===== config.mk =====
export PLATFORM = sky130hd
export DESIGN_NAME = tpag_axis_cell
export DESIGN_NICKNAME = d
export VERILOG_FILES = /design/src/rtl/tpag_pkg.sv /design/src/rtl/tpag_axis_cell.sv
export SDC_FILE = /design/constraint.sdc
export NUM_CORES = 1
export LEC_CHECK = 0
export ABC_AREA = 1
export BUFFER_PORTS_ARGS = -buffer_cell sky130_fd_sc_hd__clkbuf_2
export CAP_MARGIN = 20
export CORE_MARGIN = 4
export CORE_UTILIZATION = 45
export CTS_BUF_LIST = sky130_fd_sc_hd__clkbuf_2 sky130_fd_sc_hd__clkbuf_4 sky130_fd_sc_hd__clkbuf_8
export CTS_CLUSTER_DIAMETER = 30
export DETAILED_ROUTE_END_ITERATION = 6
export PLACE_DENSITY = 0.68
export SLEW_MARGIN = 20
export SYNTH_ARGS = -nofsm -noshare
export SYNTH_HDL_FRONTEND = slang
export SYNTH_SLANG_ARGS = --single-unit

===== constraint.sdc =====
create_clock -name clock -period 3.3 [get_ports clock]
set_input_delay 0.165 -clock clock [delete_from_list [all_inputs] [get_ports clock]]
set_output_delay 0.165 -clock clock [all_outputs]
set_load 0.05 [all_outputs]

===== src/rtl/tpag_pkg.sv =====
// tpag_pkg: shared constants, codes and types of the tensor permute address generator
// no dependencies; imported by tpag_axis_cell and tensor_permute_address_generator
`default_nettype none

package tpag_pkg;

   localparam int MAX_RANK  = 8;
   localparam int DIM_BITS  = 16;
   localparam int ADDR_BITS = 48;

   localparam int AXIS_BITS    = $clog2(MAX_RANK);
   localparam int RANK_BITS    = 4;
   localparam int SLOT_BITS    = 16;
   localparam int SHAPE_BITS   = 64;
   localparam int PERM_BITS    = 24;
   localparam int PERM_FIELD   = 3;
   localparam int EB_BITS      = 5;
   localparam int EB_MAX       = 16;
   localparam int CSR_IDX_BITS = 3;
   localparam int CSR_DATA_BITS = 64;

   localparam logic [ADDR_BITS:0] ADDR_CAP = {1'b1, {ADDR_BITS{1'b0}}};

   typedef enum logic [2:0] {
      STAT_ELEM       = 3'd0,
      STAT_EMPTY      = 3'd1,
      STAT_BAD_PERM   = 3'd2,
      STAT_TOO_LARGE  = 3'd3,
      STAT_NOT_ACTIVE = 3'd4
   } status_type;

   typedef enum logic [CSR_IDX_BITS-1:0] {
      CSR_RANK        = 3'd0,
      CSR_SHAPE_LOW   = 3'd1,
      CSR_SHAPE_HIGH  = 3'd2,
      CSR_PERM        = 3'd3,
      CSR_REVERSE     = 3'd4,
      CSR_ELEM_BYTES  = 3'd5
   } csr_idx_type;

   typedef enum logic [2:0] {
      FSM_IDLE,
      FSM_PROD,
      FSM_CHECK,
      FSM_LD_A,
      FSM_LD_B,
      FSM_LD_C
   } fsm_type;

   typedef struct packed {
      logic                 en;
      logic [DIM_BITS-1:0]  osh;
      logic [ADDR_BITS-1:0] inc;
   } cell_load_type;

endpackage

`default_nettype wire


===== src/rtl/tpag_axis_cell.sv =====
// tpag_axis_cell: one odometer digit of the output walk, with its source address increment
// depends on tpag_pkg
`default_nettype none

module tpag_axis_cell import tpag_pkg::*; (
   input  wire logic           clock,
   input  wire logic           reset,
   input  wire logic           clr,
   input  wire cell_load_type  load,
   input  wire logic           step,
   input  wire logic           carry_in,
   output logic                carry_out,
   output logic [ADDR_BITS-1:0] inc_out,
   output logic                at_end
);

   logic                 used_ff, used_in;
   logic [DIM_BITS-1:0]  coord_ff, coord_in;
   logic [DIM_BITS-1:0]  osh_ff, osh_in;
   logic [ADDR_BITS-1:0] inc_ff, inc_in;
   logic                 wrap;
   logic                 bump;
   logic [DIM_BITS:0]    coord_p1;
   logic [DIM_BITS:0]    next_p1;

   always_comb begin
      coord_p1  = {1'b0, coord_ff} + 1'b1;
      wrap      = coord_p1 == {1'b0, osh_ff};
      bump      = step & carry_in & used_ff;
      carry_out = used_ff ? (carry_in & wrap) : carry_in;
      inc_out   = (bump & ~wrap) ? inc_ff : '0;
      used_in   = used_ff;
      coord_in  = coord_ff;
      osh_in    = osh_ff;
      inc_in    = inc_ff;
      if (clr) begin
         used_in  = 1'b0;
         coord_in = '0;
      end else if (load.en) begin
         used_in  = 1'b1;
         coord_in = '0;
         osh_in   = load.osh;
         inc_in   = load.inc;
      end else if (bump) begin
         coord_in = wrap ? '0 : coord_p1[DIM_BITS-1:0];
      end
      next_p1 = {1'b0, coord_in} + 1'b1;
      at_end  = ~used_ff | (next_p1 == {1'b0, osh_ff});
   end

   always_ff @(posedge clock) begin
      if (reset) begin
         used_ff  <= 1'b0;
         coord_ff <= '0;
      end else begin
         used_ff  <= used_in;
         coord_ff <= coord_in;
      end
      osh_ff <= osh_in;
      inc_ff <= inc_in;
   end

endmodule

`default_nettype wire


==> metrics.log <==
INFO  metric status = complete, but fails checks
INFO  metric violations = setup timing
INFO  metric drtPass1Iterations = 5
INFO  metric dp_hpwl = 9.64 mm
INFO  metric worst_clock_skew = 0.00781 ns
INFO  metric report.final.setup_viol = 2
INFO  metric report.final.slew_viol_count = 0
INFO  metric worstMarginPinSlew = 0.723 ns
INFO  metric synth.avg_cell_area = 7.56 um^2
INFO  metric combinationalPowerShare = 12.3%
INFO  metric overall_track_demand_over_capacity_in_global_routing = between 20% and 30%
INFO  metric synth_cell_type_count = 32
INFO  metric maxcap_violations = 0
INFO  metric crit_required = between 3 and 4 ns
INFO  metric die_w = 110 um
INFO  metric cts.path.max_buffers = 2
INFO  metric worst_r2r_startpoint = coord_ff[0]
INFO  metric r2r_slack = -0.43 ns
INFO  metric synth_area = 0.00467 mm^2
INFO  metric critical_path_class = reg -> reg
INFO  metric synth-seq-cells = 81
INFO  metric cts_root_buf = sky130_fd_sc_hd__clkbuf_8
INFO  metric die-height = 110 um
INFO  metric post_synth_main_area_contributors = sky130_fd_sc_hd__edfxtp_1 41%, sky130_fd_sc_hd__nand2_1 14%, sky130_fd_sc_hd__inv_1 8.4%, sky130_fd_sc_hd__nor2_1 7.6%, sky130_fd_sc_hd__nand3_1 7.4%
INFO  metric detailed_route_wire_length = 15.0 mm
INFO  metric power_density = 319 mW/mm^2
INFO  metric switching_power = 0.571 mW
INFO  metric num_vias = 4,903
INFO  metric max_h_tree_level = 3
INFO  metric drt_first_iter_violations = 290
INFO  metric globalRoute.totalOverflow = 0
INFO  metric layout-area-overhead-vs-synth = 48.2%
INFO  metric worstReg2RegEnd = coord_ff[1]
INFO  metric wire_per_inst = 15.0 um
INFO  metric maximum_number_of_pins_on_one_net_before_global_route_repair = 58
INFO  metric synth_seq_area_share = 48.4%
INFO  metric yosys.cell_count.top_type = sky130_fd_sc_hd__nand2_1
INFO  metric routed_via_density = 4.89
INFO  metric cp_common_cell = sky130_fd_sc_hd__buf_4
INFO  metric yosysTopAreaCellShare = between 40% and 50%
INFO  metric fin_crit = between 3 and 4 ns
INFO  metric crit_end = coord_ff[1]
INFO  metric fillerInstances = around 730
INFO  metric cts_made_buffers = 9
INFO  metric internal_power = around 1.6 mW
INFO  metric timing.critical_path.from = coord_ff[0]
INFO  metric yosysTopAreaCell = sky130_fd_sc_hd__edfxtp_1
INFO  metric max-slew-margin-rel = between 50% and 60%
INFO  metric postRouteAntennaNets = 0
INFO  metric postSynth.asyncResetShare = 0%
INFO  metric totalNegativeSetupSlack = -0.805 ns
INFO  metric startpoint_type = flop
INFO  metric worstSkewPairLatency = 0.36 ns
INFO  metric power.sequential.fraction = about 54%
INFO  metric unrepaired_setup_endpoints_after_global_routing = yes
INFO  metric io_pins = 120
INFO  metric yosys-top-cells-count = 177 x sky130_fd_sc_hd__nand2_1, 105 x sky130_fd_sc_hd__inv_1, 94 x sky130_fd_sc_hd__nor2_1
INFO  metric worst_path_max_delay_cell = sky130_fd_sc_hd__dfxtp_4
INFO  metric drc = 0
INFO  metric postSynthCellCount = between 600 and 700
INFO  metric fin_hold_ws = 0.0528 ns
INFO  metric power_switching_share = 25.9%
INFO  metric report.final.hold_viol_count = 0
INFO  metric ys.warnings.count = 0
INFO  metric path_clk_slew = 0.09 ns
INFO  metric design_area = approximately 0.0069 mm^2
INFO  metric core_region_area = 0.00995 mm^2
INFO  metric leakagePower = 3.31 nW
INFO  metric placed_cell_area = between 0.005 and 0.006 mm^2
INFO  metric maximum_clock_frequency = 268 MHz
INFO  metric final_layout_size_suffix_gt1_share = 31.6%
INFO  metric fp.dieArea = 0.0121 mm^2
INFO  metric buffer_ports.inserted = 119
INFO  metric synth_enable_flop_cells = 64
INFO  metric vdd_drop_max = roughly 0.42 mV
INFO  metric min_path_type = in -> reg
INFO  metric number_of_standard_cell_rows_in_the_floorplan = 36
INFO  metric fin_util = a little over two thirds
INFO  metric synth-main-ff-cell = sky130_fd_sc_hd__edfxtp_1
INFO  metric critPathMaxFanout = 7
INFO  metric final.period_utilization = 113%
INFO  metric tritoncts = yes
INFO  metric number_of_antenna_violations_at_the_first_check_in_global_routing = 0
INFO  metric vias_in_the_first_global_route = roughly 5,000
INFO  metric synth_fp_nets = 690
INFO  metric grt_pass1_wl = 23.9 mm
INFO  metric cp.arrival = between 4 and 5 ns
INFO  metric ff_to_ff_path_depth = 31
INFO  metric cts.sinks = between 80 and 90
INFO  metric worst_path_largest_cell_delay = 0.38 ns
INFO  metric initial_cell_density_of_the_core = a little under half
INFO  metric setup_slack = -0.427 ns
INFO  metric p_total = 2.21 mW
INFO  metric setup.worst_path.end_class = flop
INFO  metric power_frac_clock = about a third
INFO  metric gp_congestion = 0.970
INFO  metric antennaDiodeCount = 0
INFO  metric nNetsFinal = roughly 940
-- layout make-up --
class	count	area (um^2)	area share, %
clock inverters	7	77.6	1.12
flip-flops and latches	81	2280	32.9
multi-input cells	414	2110	30.4
repair buffers	248	1760	25.4
inverters	110	413	5.96
clock buffers	9	124	1.79
well taps	133	166	2.40
-- metal layers --
| layer | wire length [um] | vias to the layer above | part of all wire, % | GRT usage [%] |
|---|---|---|---|---|
| li1 | - | 2420 | - | - |
| met2 | 7650 | 207 | 51 | 46.3 |
| met3 | 1060 | 52 | 7.1 | 8.46 |
| met4 | 582 | 0 | 3.9 | 12.8 |
| met1 | 5740 | 2224 | 38 | 28.8 |
| met5 | 0 | - | 0 | 0 |
-- state kept, by name, indices dropped and copies added, names as in the netlist --
| register | count |
|---|---|
| osh_ff | 16 |
| inc_ff | 48 |
| coord_ff | 16 |
| used_ff | 1 |
-- worst min path at each step --
| stage | slack, ns | startpoint | end | cells past startpoint |
|---|---|---|---|---|
| 4_1_cts | 0.03 | clr | used_ff | 2 |
| 5_1_grt | 0.03 | clr | used_ff | 2 |
| 3_3_place_gp | 0.34 | load[52] | osh_ff[4] | 1 |
| 2_1_floorplan | 0.24 | clr | used_ff | 1 |
| 3_5_place_dp | 0.34 | load[7] | inc_ff[7] | 1 |
| 6_report | 0.05 | clr | used_ff | 2 |
-- through the flow --
step	worst slack, ns	std cells
5_1_grt	-0.624	1002
2_1_floorplan	0.113	618
3_3_place_gp	-0.0671	902
6_report	-0.427	1002
4_1_cts	-0.387	1001
3_5_place_dp	-0.158	902
-- critical path: cells and delay by family (launching register included) --
kind | cells | cell delay (ns)
buffers and inverters | 16 | 1.97
and+or+nand+nor | 14 | 1.14
DFF | 1 | 0.38
adders and majority gates | 1 | 0.17
-- power by group through the flow --
stage               sequential (mW)  combinational [mW]  clock, mW
floorplan                      1.20               0.119          0
global placement               1.20               0.198          0
detailed placement             1.21               0.200          0
CTS                            1.18               0.262      0.769
global route                   1.19               0.296      0.814
finish                         1.18               0.271      0.752
-- placed cells by master, fill, tap and decap left out, types with 7 or more instances in the layout --
cell	netlist	final
sky130_fd_sc_hd__buf_4	0	60
sky130_fd_sc_hd__inv_1	105	104
sky130_fd_sc_hd__dfxtp_1	17	9
sky130_fd_sc_hd__nand2_1	177	166
sky130_fd_sc_hd__nor2_2	10	12
sky130_fd_sc_hd__nand2_2	11	20
sky130_fd_sc_hd__clkbuf_2	0	118
sky130_fd_sc_hd__nor2_4	6	11
sky130_fd_sc_hd__nand3_2	7	8
sky130_fd_sc_hd__clkbuf_8	0	9
sky130_fd_sc_hd__nand3_1	69	65
sky130_fd_sc_hd__nand4_1	7	7
sky130_fd_sc_hd__nor2_1	94	87
sky130_fd_sc_hd__edfxtp_1	64	64
sky130_fd_sc_hd__dlygate4sd3_1	0	64
-- cells by family after synthesis --
kind of cell	after synthesis	share of synthesized area, %
compound gates	12	1.58
xor+xnor	8	1.50
fa+ha+maj	2	0.536
buf+inv	123	10.2
flops	81	48.4
simple gates	392	37.8
-- repair_timing --
action	4_1_cts	5_1_grt
hold buffers	64	0
gates resized for setup	32	22
endpoints found under the hold margin	64	0
setup buffers	19	2
gates cloned	0	0
pin swaps	23	25
endpoints found under the setup margin	1	3
Power figures use the tool's default switching activity.
